--- config.mk ---
export PLATFORM = sky130hd
export DESIGN_NAME = gts_outbuf_flat
export DESIGN_NICKNAME = d
export VERILOG_FILES = /design/src/rtl/core/assert_macros.svh /design/src/rtl/core/gts_pkg.sv /design/src/rtl/core/gts_if.sv /design/src/rtl/core/gts_outbuf.sv /design/src/flat_wrapper.sv
export SDC_FILE = /design/constraint.sdc
export NUM_CORES = 1
export LEC_CHECK = 0
export BUFFER_PORTS_ARGS = -buffer_cell sky130_fd_sc_hd__buf_2
export CAP_MARGIN = 10
export CORE_ASPECT_RATIO = 2
export CORE_MARGIN = 2
export CORE_UTILIZATION = 45
export DETAILED_ROUTE_END_ITERATION = 12
export GPL_ROUTABILITY_DRIVEN = 1
export PLACE_DENSITY_LB_ADDON = 0.3
export SLEW_MARGIN = 15
export SYNTH_ARGS = -nofsm -noshare
export SYNTH_HDL_FRONTEND = slang
export SYNTH_SLANG_ARGS = --single-unit
--- constraint.sdc ---
create_clock -name clk -period 7.7 [get_ports clk]
set_clock_uncertainty 0.15 [all_clocks]
set_input_delay 1.54 -clock clk [delete_from_list [all_inputs] [get_ports clk]]
set_output_delay 1.54 -clock clk [all_outputs]
set_load 0.005 [all_outputs]
--- src/rtl/core/assert_macros.svh ---
// Assertion helpers, sampled on clk and disabled while arst_n is low.
`ifndef ASSERT_MACROS_SVH
`define ASSERT_MACROS_SVH

// Condition holds at every clock edge.
`define A_HOLDS(label, cond, msg) \
	label: assert property (@(posedge clk) disable iff (!arst_n) (cond)) else $error(msg);

// Antecedent implies consequent in the same cycle.
`define A_IMPL(label, ante, cons, msg) \
	label: assert property (@(posedge clk) disable iff (!arst_n) (ante) |-> (cons)) \
		else $error(msg);

// Antecedent implies consequent in the next cycle.
`define A_NEXT(label, ante, cons, msg) \
	label: assert property (@(posedge clk) disable iff (!arst_n) (ante) |=> (cons)) \
		else $error(msg);

`endif

--- src/rtl/core/gts_pkg.sv ---
package gts_pkg;

	localparam int GRADIENT_SPAN = 100;
	localparam int OUTPUT_DELAY  = 1024;
	localparam int STORE_DEPTH   = (OUTPUT_DELAY > GRADIENT_SPAN) ? OUTPUT_DELAY : GRADIENT_SPAN;
	localparam int ADDR_W        = $clog2(STORE_DEPTH);
	localparam int PTR_W         = ADDR_W + 1;
	localparam int FILL_W        = $clog2(STORE_DEPTH + 1);
	localparam int OLD_OFS       = STORE_DEPTH - GRADIENT_SPAN;
	localparam int DLY_OFS       = STORE_DEPTH - OUTPUT_DELAY;

	localparam int SMP_W   = 16;
	localparam int SUM_W   = 21;
	localparam int IDX_W   = 32;
	localparam int PADDR_W = 4;
	localparam int PDATA_W = 32;

	localparam logic [1:0] OB_FULL = 2'd2;

	typedef logic signed [SMP_W-1:0] smp_t;

	typedef enum logic [1:0] {
		REG_THRESHOLD,
		REG_AVG_LEN,
		REG_PRE,
		REG_POST
	} reg_idx_t;

	typedef struct packed {
		logic signed [15:0] threshold;
		logic [4:0]         average_length;
		logic [9:0]         pre_samples;
		logic [11:0]        post_samples;
	} cfg_t;

	localparam logic signed [15:0] THRESHOLD_RST = -16'sd100;
	localparam logic [4:0]         AVG_LEN_RST   = 5'd5;
	localparam logic [9:0]         PRE_RST       = 10'd370;
	localparam logic [11:0]        POST_RST      = 12'd740;

	// one accepted sample entering the pipeline
	typedef struct packed {
		smp_t             x;
		logic [IDX_W-1:0] idx;
		logic             grad_en;
		logic             out_en;
		logic [IDX_W-1:0] out_next;
	} issue_t;

	// trigger decision handed to the region stage
	typedef struct packed {
		logic             fire;
		logic [IDX_W-1:0] peak;
		logic             out_en;
		logic [IDX_W-1:0] out_next;
		smp_t             dly;
		logic [IDX_W-1:0] pcnt;
	} peak_t;

	typedef struct packed {
		smp_t             kept_sample;
		logic [IDX_W-1:0] sample_number;
		logic             region_last;
		logic [IDX_W-1:0] peaks_seen;
	} beat_t;

	typedef struct packed {
		logic [1:0] cnt;
	} ob_status_t;

	// wrapped index difference, read as signed
	function automatic logic signed [IDX_W-1:0] sdiff(input logic [IDX_W-1:0] a,
		input logic [IDX_W-1:0] b);
		sdiff = signed'(a - b);
	endfunction

endpackage

--- src/rtl/core/gts_if.sv ---


interface gts_out_if;
	import gts_pkg::*;
	logic             valid;
	logic             ready;
	smp_t             kept_sample;
	logic [IDX_W-1:0] sample_number;
	logic             region_last;
	logic [IDX_W-1:0] peaks_seen;

	modport source (output valid, output kept_sample, output sample_number,
		output region_last, output peaks_seen, input ready);
	modport sink (input valid, input kept_sample, input sample_number,
		input region_last, input peaks_seen, output ready);
endinterface

--- src/rtl/core/gts_outbuf.sv ---
module gts_outbuf (
	input  logic                clk,
	input  logic                arst_n,
	input  logic                push,
	input  gts_pkg::beat_t      beat,
	gts_out_if.source           out_ch,
	output gts_pkg::ob_status_t st
);
	import gts_pkg::*;

	beat_t      b0_q, b1_q;
	logic [1:0] cnt_q;
	logic       pop;

	assign pop = out_ch.valid && out_ch.ready;

	always_ff @(posedge clk or negedge arst_n) begin
		if (!arst_n) begin
			cnt_q <= '0;
		end else if (push && !pop) begin
			cnt_q <= cnt_q + 2'd1;
		end else if (pop && !push) begin
			cnt_q <= cnt_q - 2'd1;
		end
	end

	always_ff @(posedge clk) begin
		if (pop) begin
			if (push && cnt_q == 2'd1) begin
				b0_q <= beat;
			end else begin
				b0_q <= b1_q;
			end
			if (push && cnt_q == OB_FULL) begin
				b1_q <= beat;
			end
		end else if (push) begin
			if (cnt_q == 2'd0) begin
				b0_q <= beat;
			end else begin
				b1_q <= beat;
			end
		end
	end

	assign out_ch.valid         = cnt_q != 2'd0;
	assign out_ch.kept_sample   = b0_q.kept_sample;
	assign out_ch.sample_number = b0_q.sample_number;
	assign out_ch.region_last   = b0_q.region_last;
	assign out_ch.peaks_seen    = b0_q.peaks_seen;
	assign st.cnt               = cnt_q;
endmodule

--- src/flat_wrapper.sv ---
// flat-port wrapper written by rule: the top's interface ports become plain ports
module gts_outbuf_flat import gts_pkg::*;
  (clk, arst_n, push, beat, st, out_ch_valid, out_ch_kept_sample, out_ch_sample_number, out_ch_region_last, out_ch_peaks_seen, out_ch_ready);
  gts_out_if out_ch_i ();
  input  logic clk;
  input  logic arst_n;
  input  logic push;
  input  gts_pkg::beat_t beat;
  output gts_pkg::ob_status_t st;
  output wire logic [$bits(out_ch_i.valid)-1:0] out_ch_valid;
  output wire logic [$bits(out_ch_i.kept_sample)-1:0] out_ch_kept_sample;
  output wire logic [$bits(out_ch_i.sample_number)-1:0] out_ch_sample_number;
  output wire logic [$bits(out_ch_i.region_last)-1:0] out_ch_region_last;
  output wire logic [$bits(out_ch_i.peaks_seen)-1:0] out_ch_peaks_seen;
  input wire logic [$bits(out_ch_i.ready)-1:0] out_ch_ready;
  assign out_ch_valid = out_ch_i.valid;
  assign out_ch_kept_sample = out_ch_i.kept_sample;
  assign out_ch_sample_number = out_ch_i.sample_number;
  assign out_ch_region_last = out_ch_i.region_last;
  assign out_ch_peaks_seen = out_ch_i.peaks_seen;
  assign out_ch_i.ready = out_ch_ready;
  gts_outbuf u_core (.clk(clk), .arst_n(arst_n), .push(push), .beat(beat), .out_ch(out_ch_i), .st(st));
endmodule
==> metrics.md <==
| Metric | Value |
|---|---|
| Total track usage | 14.0% |
| Post-synthesis simple-gate area fraction | 0.561% |
| Cell row count | 62 |
| Leak | 3.23 nW |
| Slew Limit Fails | 0 |
| # hold bufs at CTS | 0 |
| Post-synthesis mux area share | 18.8% |
| Top post-synthesis cells by area | edfxtp_1 75%, mux2_4 19%, buf_12 2.8%, ha_1 1.2%, dfrtp_1 0.77% |
| Syn Area/Cell | 23.5 µm² |
| R2R Path Start | u_core.st[0]$_DFFE_PN0P_ |
| P_sw | 0.782 mW |
| Internal | 2.17 mW |
| Synthesis-stage register bit count | 164 |
| Worst min-delay path startpoint | u_core.st[0]$_DFFE_PN0P_ |
| Nets@finish | 547 |
| Minimum clock period | 3.53 ns |
| Family with the most delay on the worst path | simple AND/OR/NAND/NOR gates |
| Worst-path clk slew | 0.06 ns |
| GRT overflow | 0 |
| DP Area | 7410 µm² |
| Worst Hold Class | flop to flop |
| Power density cells | 370 nW/µm² |
| CTS Buf Count | 17 |
| Mapped Cells | 275 |
| WP data arrival | 3.54 ns |
| Clk root buf | clkbuf_16 |
| Area share of the largest cell type after synthesis | 75.3% |
| CTS H-tree depth | 4 |
| Cells on Worst Hold Path | 1 |
| Clk Latency, worst-skew pair | 0.41 ns |
| FILL cells | 1128 |
| CTS tree | built |
| Post-synth EDFFs | 162 |
| Ant diodes | 0 |
| Most frequent cell after synthesis | edfxtp_1 |
| WL/cell | 15.6 µm |
| Worst IR Drop VDD | 0.664 mV |
| CP max-delay cell | and3_4 |
| Critical Path RT | 7.71 ns |
| Core area | 14200 µm² |
| Final period util | 45.8% |
| Initial Util | 45.5% |
| Largest net degree at the start of global routing | 82 |
| DR vias/cell | 4.62 |
| Xor and xnor area share after synthesis | 0.271% |
| Vias in the first global route | 3122 |
| Slew of the pin with the lowest slew margin | 1.07 ns |
| Critical path's largest stage delay | 0.87 ns |
| Detail Route Antenna Nets | 0 |
| Core Util, Final | 56.2% |
| Mapped Area | 6460 µm² |
| DRT iter0 DRCs | 131 |
| Area growth, synth to finish | 23.4% |
| Final setup violation count | 0 |
| Drt first pass iters | 4 |
| WL final | 10300 µm |
| Vias | 3054 |
| Gpl congestion | 0.723 |
| End point of the critical path | u_core.out_ch.sample_number[3]$_DFFE_PP_ |
| Synth Area in Compound Gates | 0.194% |
| Clock tree buffer depth | 2 |
| Slew HR | 28.9% |
| Total I/O pin count | 169 |
| Cell-by-cell trace of the critical path | buf_2, nand2_1, and3_4, buf_4, mux2_4 |
| Outcome | finished, final reports clean |
| WP buf/inv | 2 |
| Worst path depth | 5 |
| Share of layout cells above drive strength 1 | 61.0% |
| Cts repair resizes | 0 |
| Post-synth top cells | 162 x edfxtp_1, 80 x mux2_4, 9 x buf_12, 6 x ha_1, 5 x nand2_1 |
| Ys Warns | 0 |
| Post-synthesis adder-cell area fraction | 1.16% |
| Post-synthesis sequential area ratio | 76.0% |
| WS Path Type | primary input to flop |
| Post-Syn Nets | 366 |
| DR DRC count | 0 |
| Max cap viols | 0 |
| Comb pwr share | 24.7% |
| Reg2reg path depth | 6 |
| CP max FO | 56 |
| Final Instance Area | 7980 µm² |
| Switching share of power | 26.5% |
| CP Launch Point | push |
| Primary FF master, synth | edfxtp_1 |
| Setup repair after global routing missed its margin | no |
| Die X | 88.7 µm |
| Reg2reg setup slack | 4.66 ns |
| First-pass GRT wire length | 16000 µm |
| Worst flop-to-flop path endpoint | u_core.out_ch.sample_number[3]$_DFFE_PP_ |
| Flop pwr share | 48.0% |
| Initial antenna violation count | 0 |
| Die ar. | 15400 µm² |
| Clk sink count | 164 |
| Largest family of logic cells by synthesized area | multiplexers |
| Chip height | 173 µm |
| CP Capture Type | flop |
| Timing-limited maximum frequency | 283 MHz |
| Clock power frac | 27.3% |
| Post-CTS setup buffer count | 0 |
| CP startpoint kind | primary input |
| Distinct cells, synth | 14 |
| Hpwl dp | 6790 µm |
| Setup TNS | 0 ns |
| Ys async rst share | 1.22% |
| Hold Fails Final Rpt | 0 |
| Largest area contributor in the netlist | edfxtp_1 |
| Number of port buffers | 168 |
==> cell type report <==
class	instances	area (µm²)	area share (%)
clock inverter	15	145	1.82
inverter	4	15.0	0.188
clock buffer	17	425	5.33
sequential	164	4910	61.6
multi-input combinational	98	1370	17.2
tap	192	240	3.01
timing repair buffer	171	863	10.8
==> worst reg2reg max path, cell delays in order (launching register included) <==
cell	delay (ns)
dfrtp_1	0.41
inv_1	0.10
ha_1	0.25
inv_1	0.08
and3_4	0.87
buf_4	0.58
mux2_4	0.35
==> routing by layer <==
metal,GRT usage [%],wire length (µm),vias up,part of all wire [%]
li1,-,-,1445,-
met1,17.4,4210,1468,41
met2,20.6,4860,131,47
met3,7.14,1070,10,10
met4,5.81,136,0,1.3
met5,0,0,-,0
==> flip-flops by register name, indices dropped and copies added (netlist names) <==
name                         count
u_core.st                        2
u_core.out_ch.kept_sample       16
u_core.b1_q                     81
u_core.out_ch.region_last        1
u_core.out_ch.sample_number     32
u_core.out_ch.peaks_seen        32
==> kinds of logic (layout without fill, tap and decap cells) <==
family,count (synthesis),count (layout)
simple gates,7,7
compound gates,2,2
flops,164,164
buf+inv,13,207
xor+xnor,2,2
mux,81,81
fa+ha+maj,6,6
==> worst min path at each step <==
stage | end | slack, ns
floorplan | u_core.st[0]$_DFFE_PN0P_ | 0.36
global placement | u_core.st[0]$_DFFE_PN0P_ | 0.37
detailed placement | u_core.st[0]$_DFFE_PN0P_ | 0.38
CTS | u_core.st[0]$_DFFE_PN0P_ | 0.39
global route | u_core.out_ch.kept_sample[14]$_DFFE_PP_ | 0.41
finish | u_core.st[0]$_DFFE_PN0P_ | 0.38
==> power groups by stage <==
stage                     registers (mW)  clock network (mW)  logic, mW
after global placement              1.43                   0      0.741
final                               1.41               0.805      0.728
after CTS                           1.42               0.834      0.750
after floorplan                     1.47                   0      0.498
after detailed placement            1.44                   0      0.748
after global routing                1.44               0.863      0.800
==> placed cells by master, fill, tap and decap left out <==
| master | netlist | layout |
|---|---|---|
| nand2b_1 | 1 | 1 |
| clkinvlp_4 | 0 | 2 |
| buf_4 | 0 | 3 |
| o21ai_0 | 1 | 1 |
| nand2_4 | 0 | 1 |
| a211oi_4 | 0 | 1 |
| buf_2 | 0 | 168 |
| xor2_1 | 1 | 1 |
| xnor2_1 | 1 | 1 |
| dfrtp_1 | 2 | 2 |
| ha_1 | 6 | 6 |
| bufinv_16 | 0 | 1 |
| mux2_4 | 80 | 80 |
| nand2_1 | 5 | 4 |
| and3_4 | 1 | 1 |
| clkbuf_16 | 0 | 17 |
| inv_6 | 0 | 6 |
| inv_1 | 4 | 4 |
| edfxtp_1 | 162 | 162 |
| clkinv_1 | 0 | 1 |
| clkinv_4 | 0 | 5 |
| mux2_2 | 1 | 1 |
==> stage by stage <==
stage               hold WS (ns)  std cells  setup slack (ns)  power, mW
global route               0.405        661              4.03       3.11
finish                     0.384        661              4.17       2.95
detailed placement         0.381        629              3.67       2.18
global placement           0.368        629              3.69       2.17
CTS                        0.392        661              4.11       3.00
floorplan                  0.358        275              1.98       1.97
(Power assumes the default switching activity.)
