### src/rtl/core/assert_macros.svh
// Assertion helpers, sampled on clk and disabled while arst_n is low.
`ifndef ASSERT_MACROS_SVH
`define ASSERT_MACROS_SVH

// Condition holds at every clock edge.
`define A_HOLDS(label, cond, msg) \
	label: assert property (@(posedge clk) disable iff (!arst_n) (cond)) else $error(msg);

// Antecedent implies consequent in the same cycle.
`define A_IMPL(label, ante, cons, msg) \
	label: assert property (@(posedge clk) disable iff (!arst_n) (ante) |-> (cons)) \
		else $error(msg);

// Antecedent implies consequent in the next cycle.
`define A_NEXT(label, ante, cons, msg) \
	label: assert property (@(posedge clk) disable iff (!arst_n) (ante) |=> (cons)) \
		else $error(msg);

`endif

### src/rtl/core/gts_pkg.sv
package gts_pkg;

	localparam int GRADIENT_SPAN = 100;
	localparam int OUTPUT_DELAY  = 1024;
	localparam int STORE_DEPTH   = (OUTPUT_DELAY > GRADIENT_SPAN) ? OUTPUT_DELAY : GRADIENT_SPAN;
	localparam int ADDR_W        = $clog2(STORE_DEPTH);
	localparam int PTR_W         = ADDR_W + 1;
	localparam int FILL_W        = $clog2(STORE_DEPTH + 1);
	localparam int OLD_OFS       = STORE_DEPTH - GRADIENT_SPAN;
	localparam int DLY_OFS       = STORE_DEPTH - OUTPUT_DELAY;

	localparam int SMP_W   = 16;
	localparam int SUM_W   = 21;
	localparam int IDX_W   = 32;
	localparam int PADDR_W = 4;
	localparam int PDATA_W = 32;

	localparam logic [1:0] OB_FULL = 2'd2;

	typedef logic signed [SMP_W-1:0] smp_t;

	typedef enum logic [1:0] {
		REG_THRESHOLD,
		REG_AVG_LEN,
		REG_PRE,
		REG_POST
	} reg_idx_t;

	typedef struct packed {
		logic signed [15:0] threshold;
		logic [4:0]         average_length;
		logic [9:0]         pre_samples;
		logic [11:0]        post_samples;
	} cfg_t;

	localparam logic signed [15:0] THRESHOLD_RST = -16'sd100;
	localparam logic [4:0]         AVG_LEN_RST   = 5'd5;
	localparam logic [9:0]         PRE_RST       = 10'd370;
	localparam logic [11:0]        POST_RST      = 12'd740;

	// one accepted sample entering the pipeline
	typedef struct packed {
		smp_t             x;
		logic [IDX_W-1:0] idx;
		logic             grad_en;
		logic             out_en;
		logic [IDX_W-1:0] out_next;
	} issue_t;

	// trigger decision handed to the region stage
	typedef struct packed {
		logic             fire;
		logic [IDX_W-1:0] peak;
		logic             out_en;
		logic [IDX_W-1:0] out_next;
		smp_t             dly;
		logic [IDX_W-1:0] pcnt;
	} peak_t;

	typedef struct packed {
		smp_t             kept_sample;
		logic [IDX_W-1:0] sample_number;
		logic             region_last;
		logic [IDX_W-1:0] peaks_seen;
	} beat_t;

	typedef struct packed {
		logic [1:0] cnt;
	} ob_status_t;

	// wrapped index difference, read as signed
	function automatic logic signed [IDX_W-1:0] sdiff(input logic [IDX_W-1:0] a,
		input logic [IDX_W-1:0] b);
		sdiff = signed'(a - b);
	endfunction

endpackage

### src/rtl/core/gts_region.sv
module gts_region (
	input  logic           clk,
	input  logic           arst_n,
	input  logic           adv,
	input  logic           pk_valid,
	input  gts_pkg::peak_t pk,
	input  gts_pkg::cfg_t  cfg,
	output logic           emit,
	output gts_pkg::beat_t beat
);
	import gts_pkg::*;

	logic [IDX_W-1:0] s_raw;
	logic [IDX_W-1:0] s_cl;
	logic [IDX_W-1:0] e_raw;
	logic             add;

	logic             v_s4;
	logic             add_s4;
	logic [IDX_W-1:0] s_s4;
	logic [IDX_W-1:0] e_s4;
	peak_t            pk_s4;

	logic             pv_q, ra_q;
	logic [IDX_W-1:0] ps_q, pe_q, re_q;
	logic             pv_d, ra_d, ra_mid;
	logic [IDX_W-1:0] ps_d, pe_d, re_d;
	logic             last;

	// s3: requested interval, clamped to the output point
	assign s_raw = pk.peak - IDX_W'(cfg.pre_samples);
	assign e_raw = pk.peak + IDX_W'(cfg.post_samples);
	assign s_cl  = (sdiff(s_raw, pk.out_next) < 0) ? pk.out_next : s_raw;
	assign add   = pk.fire && (sdiff(e_raw, s_cl) > 0);

	always_ff @(posedge clk or negedge arst_n) begin
		if (!arst_n) begin
			v_s4 <= 1'b0;
		end else if (adv) begin
			v_s4 <= pk_valid;
		end
	end

	always_ff @(posedge clk) begin
		if (adv) begin
			add_s4 <= add;
			s_s4   <= s_cl;
			e_s4   <= e_raw;
			pk_s4  <= pk;
		end
	end

	// s4: merge into the active or waiting region, then gate the delayed sample
	always_comb begin
		pv_d   = pv_q;
		ps_d   = ps_q;
		pe_d   = pe_q;
		ra_d   = ra_q;
		re_d   = re_q;
		ra_mid = ra_q;
		last   = 1'b0;
		if (add_s4) begin
			if (pv_q) begin
				if (sdiff(s_s4, pe_q) > 0 || sdiff(e_s4, pe_q) > 0) begin
					pe_d = e_s4;
				end
			end else if (ra_q && sdiff(s_s4, re_q) <= 0) begin
				if (sdiff(e_s4, re_q) > 0) begin
					re_d = e_s4;
				end
			end else begin
				pv_d = 1'b1;
				ps_d = s_s4;
				pe_d = e_s4;
			end
		end
		if (pk_s4.out_en) begin
			if (!ra_d && pv_d && (pk_s4.out_next == ps_d)) begin
				ra_d = 1'b1;
				re_d = pe_d;
				pv_d = 1'b0;
			end
			ra_mid = ra_d;
			if (ra_d) begin
				last = (pk_s4.out_next + 1'b1) == re_d;
				if (last) begin
					ra_d = 1'b0;
				end
			end
		end
	end

	always_ff @(posedge clk or negedge arst_n) begin
		if (!arst_n) begin
			pv_q <= 1'b0;
			ps_q <= '0;
			pe_q <= '0;
			ra_q <= 1'b0;
			re_q <= '0;
		end else if (v_s4 && adv) begin
			pv_q <= pv_d;
			ps_q <= ps_d;
			pe_q <= pe_d;
			ra_q <= ra_d;
			re_q <= re_d;
		end
	end

	assign emit               = v_s4 && pk_s4.out_en && ra_mid;
	assign beat.kept_sample   = pk_s4.dly;
	assign beat.sample_number = pk_s4.out_next;
	assign beat.region_last   = last;
	assign beat.peaks_seen    = pk_s4.pcnt;
endmodule

### config.mk
export PLATFORM = sky130hd
export DESIGN_NAME = gts_region
export DESIGN_NICKNAME = d
export VERILOG_FILES = /design/src/rtl/core/assert_macros.svh /design/src/rtl/core/gts_pkg.sv /design/src/rtl/core/gts_region.sv
export SDC_FILE = /design/constraint.sdc
export NUM_CORES = 1
export LEC_CHECK = 0
export BUFFER_PORTS_ARGS = -buffer_cell sky130_fd_sc_hd__buf_2
export CAP_MARGIN = 25
export CORE_MARGIN = 2
export CORE_UTILIZATION = 31
export DETAILED_ROUTE_END_ITERATION = 6
export PLACE_DENSITY = 0.55
export RECOVER_POWER = 100
export SLEW_MARGIN = 20
export SYNTH_ARGS = -nofsm -noshare
export SYNTH_HDL_FRONTEND = slang
export SYNTH_SLANG_ARGS = --single-unit
### constraint.sdc
create_clock -name clk -period 7.4 [get_ports clk]
set_input_delay 0.74 -clock clk [delete_from_list [all_inputs] [get_ports clk]]
set_output_delay 0.74 -clock clk [all_outputs]
set_load 0.01 [all_outputs]
==> results.yml, run 1 <==
run_status:
  status: "finished with violations"
  violations: "capacitance limit, slew limit, setup timing"
min_path:
  hold_path_end: "pk_s4[80]$_DFFE_PP_"
  worst_hold_path_type: "input port to register"
  min_from: "pk[80]"
  whs_path_depth: 1
sta:
  final_hold_viol_count: 0
  period_share_pct: 118.0
  whs_ns: 0.3049
  setup_viol_count_final: 2
  period_needed_ns: 8.734
  tightest_slew_ns: 3.033
  report.final.slew_viol_count: 98
  max_slew_margin_pct: -102.2
  skew_ns: 0.03998
  worst_slack_ns: -1.334
  rsz0062_at_grt: "true"
  clock.fmax_mhz: 114.5
global_route:
  grt_util_all_layers_pct: 25.39
  grt_pass1_vias: 24115
  use_met1_pct: 32.71
  overflow: 0
  use_met3_pct: 4.026
  grt_pass1_wl_um: 152000
  gr-usage-met2_pct: 41.15
  grt_max_degree: 55
  grt-busiest-layer: "met2"
  antenna_found_initial: 6
floorplanning:
  die_x_um: 282.8
  row_count: 102
  top_level_ports: 243
  core_um2: 77210
  die_h_um: 282.8
  dieArea_um2: 79970
  initial_utilization_pct: 31.21
detailed_routing:
  ant_nets: 0
  first_iter_violations: 2340
  via_per_inst: 5.423
  drtPass1Iterations: 5
  routed-via-count: 24911
  drc: 0
  wire_per_inst_um: 22.47
  drt-total-wl_um: 103200
critical_path:
  worstPathMaxFanout: 7
  reg2reg_depth: 24
  max_stage_delay_ns: 0.54
  r2r_end: "ra_q$_DFFE_PN0P_"
  path_class: "input port to register"
  r2r_slack_ns: 0.74
  endpoint_kind: "register"
  critPathLaunchType: "input port"
  timing.rr.start: "s_s4[17]$_DFFE_PP_"
  slowest_stage: "or4b_4"
  crit_arrival_ns: 9.09
  cp.required_ns: 7.76
  crit_path_frequent_cell: "a21o_1"
clock_tree:
  cts_buffers: 29
  cts.path.max_buffers: 3
  clock_latency_ns: 0.61
  htree_levels: 1
  cts_tree: "done"
  holdBufCountCts: 0
  cts.sinks: 245
  cts_root_buffer: "clkbuf_16"
  clk_pin_slew_ns: 0.07
placement:
  dp_slack_ns: -2.211
  hpwlAfterDp_um: 85790
  io_buffers: 221
  gp_congestion: 1.003
synthesis:
  syn-num-nets: 3265
  ys_types: 86
  synth.top_cell.area_share_pct: 18.20
  ys_seq_area_share_pct: 28.48
  synthCells: 2890
  syn_area_per_cell_um2: 8.338
  yosys.area.top_type: "edfxtp_1"
  ys_seq_elements: 245
  synth_flop_cell: "edfxtp_1"
  syn_area_um2: 24100
  synth_edf_count: 146
  yosysWarnings: 0
  synthArstFlopShare_pct: 40.41
  netlist_top_cells_area: "edfxtp_1 18%, ha_1 11%, dfrtp_1 10%"
power_and_ir_drop:
  p_leak_nw: 14.05
  ir_drop_mv: 0.1891
  p_per_area_nw_per_um2: 300.8
  p_total_w: 0.009407
layout:
  drive_above_1_share_pct: 26.51
  syn2layout_area_growth_pct: 29.79
  nFillCells: 7910
  fin_nets: 3905
run:
  cap_viol_max_count: 2
## synthesized netlist by cell type, drive strengths merged, types with 86 or more instances
master	count
nand3	88
dfrtp	99
edfxtp	146
a21oi	218
nor2	233
inv	257
ha	207
xnor2	116
clkbuf	86
nand2	202
mux2i	94
buf	98
o21ai	178
## registers in the layout, summed over array words and instances, names as in the netlist
signal and count:
v_s4 1, s_s4 32, pk_s4 1, re_q 32, ps_q 32, ra_q 1
pv_q 1, add_s4 1, e_s4 32, beat 80, pe_q 32
## kinds of logic (layout without fill, tap and decap cells)
group / after synthesis / in the layout / share of synthesized area, %
xor+xnor: 200 / 200 / 7.270
compound gates: 797 / 797 / 21.61
flops: 245 / 245 / 28.48
mux: 129 / 129 / 5.556
buf+inv: 441 / 1104 / 8.236
fa+ha+maj: 214 / 214 / 11.33
other cells: 0 / 1 / 0
simple gates: 864 / 864 / 17.52
## power breakdown
group,internal (W),total (W),switching (W)
registers,0.00175,0.00202,0.000269
clock network,0.000790,0.00145,0.000655
logic,0.00255,0.00594,0.00339
## area by class of cell
class | instances | area [µm²] | share of cell area (%)
Multi-Input combinational cell | 2204 | 15740 | 50.32
Sequential cell | 245 | 6862 | 21.94
Timing Repair Buffer | 793 | 5490 | 17.56
Tap cell | 1040 | 1301 | 4.161
Inverter | 257 | 967.2 | 3.093
Clock buffer | 32 | 737.0 | 2.356
Clock inverter | 22 | 177.7 | 0.5681
Antenna cell | 1 | 2.502 | 0.008002
## cell usage in the layout (no fill, tap or decap), types with 12 or more instances in the layout
master     synthesis  routed
a211o_1           12      12
nor2b_1           32      31
o21ai_0          174     164
o22ai_1           40      38
nor3_1            62      60
nor4_1            34      26
edfxtp_1         146     146
inv_1            257     254
nor2_1           233     229
o21bai_1          16      16
nand4_1           52      52
nand3b_1          13      13
xnor2_1          116     114
a21oi_1          218     206
and2_1            18      17
clkbuf_1          86      28
o21a_1            29      28
nand3_1           88      87
a31oi_1           24      24
nand2_1          201     200
o31ai_1           15      14
ha_1             207     204
dfrtp_1           99      99
a211oi_1          21      19
buf_4             83     559
or3_1             16      16
o2111ai_1         16      14
mux2_2            34      34
o211ai_1          28      28
buf_2              8     194
mux2i_1           94      87
a21o_1            51      51
nand2b_1          38      37
xor2_1            84      84
clkbuf_16          0      29
and3_1            36      36
## through the flow
stage                     cells  instance area [µm²]  utilization [%]  setup TNS, ns
after detailed placement   4517                29810            38.61         -2.994
after floorplan            2890                24220                -         -1.513
after global routing       4593                31270            40.50         -2.527
after CTS                  4588                31170            40.37         -1.818
after global placement     4517                29810            38.61         -2.942
final                      4594                31270            40.50         -1.875
## how the worst max path moves through the flow
stage,startpoint,end,slack [ns]
2_1_floorplan,pk[81],add_s4$_DFFE_PP_,-1.51
3_3_place_gp,pk[81],add_s4$_DFFE_PP_,-2.09
3_5_place_dp,pk[81],add_s4$_DFFE_PP_,-2.21
4_1_cts,pk[81],add_s4$_DFFE_PP_,-1.38
5_1_grt,pk[81],add_s4$_DFFE_PP_,-1.74
6_report,pk[81],add_s4$_DFFE_PP_,-1.33
## critical path, delay by kind of cell
family                   cells  cell delay [ns]
AND/OR/NAND/NOR              8             1.61
adder cells (fa/ha/maj)      5             1.16
multiplexers                 3             0.53
AO/OA/AOI/OAI               26             4.66
XOR/XNOR                     1             0.20
buffers and inverters        3             0.18
## what timing repair did
| item | CTS | global route |
|---|---|---|
| pin swaps | 35 | 24 |
| endpoints found under the setup margin | 3 | 2 |
| hold endpoints to repair | 0 | 0 |
| cloned | 1 | 0 |
| buffers inserted | 16 | 5 |
| gates resized for setup | 68 | 28 |
## metal layers
metal	vias to the layer above	share of wire, %
met2	1061	45
li1	11802	-
met1	11797	41
met4	8	5.8
met5	-	0.046
met3	243	7.9
Note: power is estimated with default switching activity, not from simulation.
==> run 2: changes to the inputs <==
- CORE_MARGIN: 2 -> 1.5
- SETUP_SLACK_MARGIN: unset -> 0.15
==> run 2 against run 1 <==
Hold slack better by 0.031 ns; die area shrank 0.71%; critical path depth unchanged; utilization about the same; cell count decreased by 0.15%; the flow finishes with violations (DRC, capacitance limit, slew limit, setup timing); global-route usage grew 0.31 points.
==> results.yml, run 2 (synthesis results as in run 1) <==
layout:
  largest_reg_flops: 80
  syn2layout_area_growth_pct: 29.89
  final_cell_mix: "547 x buf_4, 252 x inv_1, 229 x nor2_1"
  drive_above_1_share_pct: 24.25
  regArea_um2: 6862
  multi_input_area_um2: 15870
  antenna_cells: 0
  nFillCells: 7937
  fin_nets: 3903
  final_common_cell: "buf_4"
  final_util_pct: 40.54
  post-route-cell-area_um2: 31300
critical_path:
  endpoint_kind: "register"
  critPathLaunchType: "input port"
  path_class: "input port to register"
  timing.rr.start: "s_s4[0]$_DFFE_PP_"
  r2r_end: "ra_q$_DFFE_PN0P_"
  crit_arrival_ns: 9.17
  slowest_stage: "or4b_1"
  max_stage_delay_ns: 0.53
  reg2reg_depth: 28
  worstPathMaxFanout: 6
  r2r_slack_ns: 0.68
  cp.required_ns: 7.72
  critPathLaunch: "pk[81]"
power_and_ir_drop:
  p_total_w: 0.009487
  pwr-share-comb_pct: 63.8
  power.switching_w: 0.004339
  ir_drop_mv: 0.1855
  p_sw_share_pct: 45.74
  p_leak_nw: 13.82
  seqPwrFrac_pct: 21.2
  clockPowerShare_pct: 15.1
  intPower_w: 0.005148
  p_per_area_nw_per_um2: 303.1
floorplanning:
  die_x_um: 281.8
  row_count: 102
  die_h_um: 281.8
  top_level_ports: 243
  initial_utilization_pct: 31.21
  core_um2: 77210
  dieArea_um2: 79410
detailed_routing:
  drt-total-wl_um: 103800
  drc: 3
  wire_per_inst_um: 22.63
  first_iter_violations: 2112
  wl_met3_um: 7197
  highest_layer: "met5"
  via_per_inst: 5.394
  ant_nets: 0
  drtPass1Iterations: 7
  routed-via-count: 24743
  routed-wl-met2_um: 47510
  wl_met1_um: 43810
global_route:
  overflow: 0
  grt_pass1_wl_um: 152800
  grt_max_degree: 57
  grt_pass1_vias: 23734
  grt_util_all_layers_pct: 25.70
  antenna_found_initial: 4
clock_tree:
  clock_latency_ns: 0.58
  holdBufCountCts: 0
  cts.path.max_buffers: 3
  htree_levels: 1
  clk_pin_slew_ns: 0.06
  cts_buffers: 28
  cts_tree: "done"
  cts_root_buffer: "clkbuf_16"
  cts.sinks: 245
min_path:
  worst_hold_path_type: "input port to register"
  min_from: "pk[80]"
  hold_path_end: "pk_s4[80]$_DFFE_PP_"
  whs_path_depth: 1
placement:
  placed_cell_area_um2: 29730
  hpwlAfterDp_um: 86930
  io_buffers: 221
  gp_congestion: 0.9997
sta:
  final_hold_viol_count: 0
  fin_tns_setup_ns: -2.063
  max_slew_margin_pct: -123.3
  setup_viol_count_final: 2
  report.final.slew_viol_count: 204
  clock.fmax_mhz: 113.0
  rsz0062_at_grt: "true"
  period_needed_ns: 8.850
  whs_ns: 0.3361
  period_share_pct: 119.6
  tightest_slew_ns: 3.350
  skew_ns: 0.01151
  worst_slack_ns: -1.450
run_status:
  violations: "DRC, capacitance limit, slew limit, setup timing"
  status: "finished with violations"
run:
  cap_viol_max_count: 4
[run 2: what timing repair did]
action | CTS | global route
setup buffers | 15 | 14
gates resized for setup | 67 | 56
pin swaps | 35 | 43
cloned | 2 | 0
endpoints found under the setup margin | 2 | 2
[run 2: worst max-delay path by stage]
| stage | endpoint | slack (ns) | depth (start not counted) |
|---|---|---|---|
| after global placement | add_s4$_DFFE_PP_ | -2.12 | 44 |
| after detailed placement | add_s4$_DFFE_PP_ | -2.24 | 44 |
| after global routing | add_s4$_DFFE_PP_ | -1.85 | 46 |
| final | add_s4$_DFFE_PP_ | -1.45 | 46 |
| after floorplan | add_s4$_DFFE_PP_ | -1.51 | 47 |
| after CTS | add_s4$_DFFE_PP_ | -1.45 | 46 |
[run 2: cell type report]
| class | instances | area share [%] |
|---|---|---|
| well taps | 1040 | 4.158 |
| inverters | 257 | 3.090 |
| multi-input cells | 2204 | 50.71 |
| flip-flops and latches | 245 | 21.92 |
| clock inverters | 17 | 0.5956 |
| clock buffers | 32 | 2.355 |
| repair buffers | 792 | 17.17 |
[run 2: per-layer routing]
layer  up-vias  GRT usage [%]
met5         -              0
met4         8          11.40
met3       215          3.745
met2       942          42.40
met1     11804          33.22
li1      11774              -
[run 2: critical path: cells and delay by family]
| family | cells | cell delay, ns |
|---|---|---|
| muxes | 2 | 0.33 |
| and+or+nand+nor | 8 | 1.49 |
| AOI/OAI and AO/OA | 26 | 4.82 |
| buffers and inverters | 4 | 0.34 |
| xor gates and xnor gates | 1 | 0.21 |
| adders and majority gates | 5 | 1.21 |
[run 2: power by group through the flow]
stage                     Clock, W  Sequential [W]  Combinational [W]
final                      0.00143         0.00201            0.00605
after global routing       0.00150         0.00203            0.00655
after CTS                  0.00146         0.00199            0.00588
after detailed placement         0         0.00202            0.00576
after global placement           0         0.00202            0.00579
after floorplan                  0         0.00192            0.00354
[run 2: through the flow]
stage / worst slack, ns / instances
after global placement: -2.115 / 4507
final: -1.450 / 4587
after floorplan: -1.513 / 2890
after detailed placement: -2.242 / 4507
after global routing: -1.849 / 4587
after CTS: -1.451 / 4573
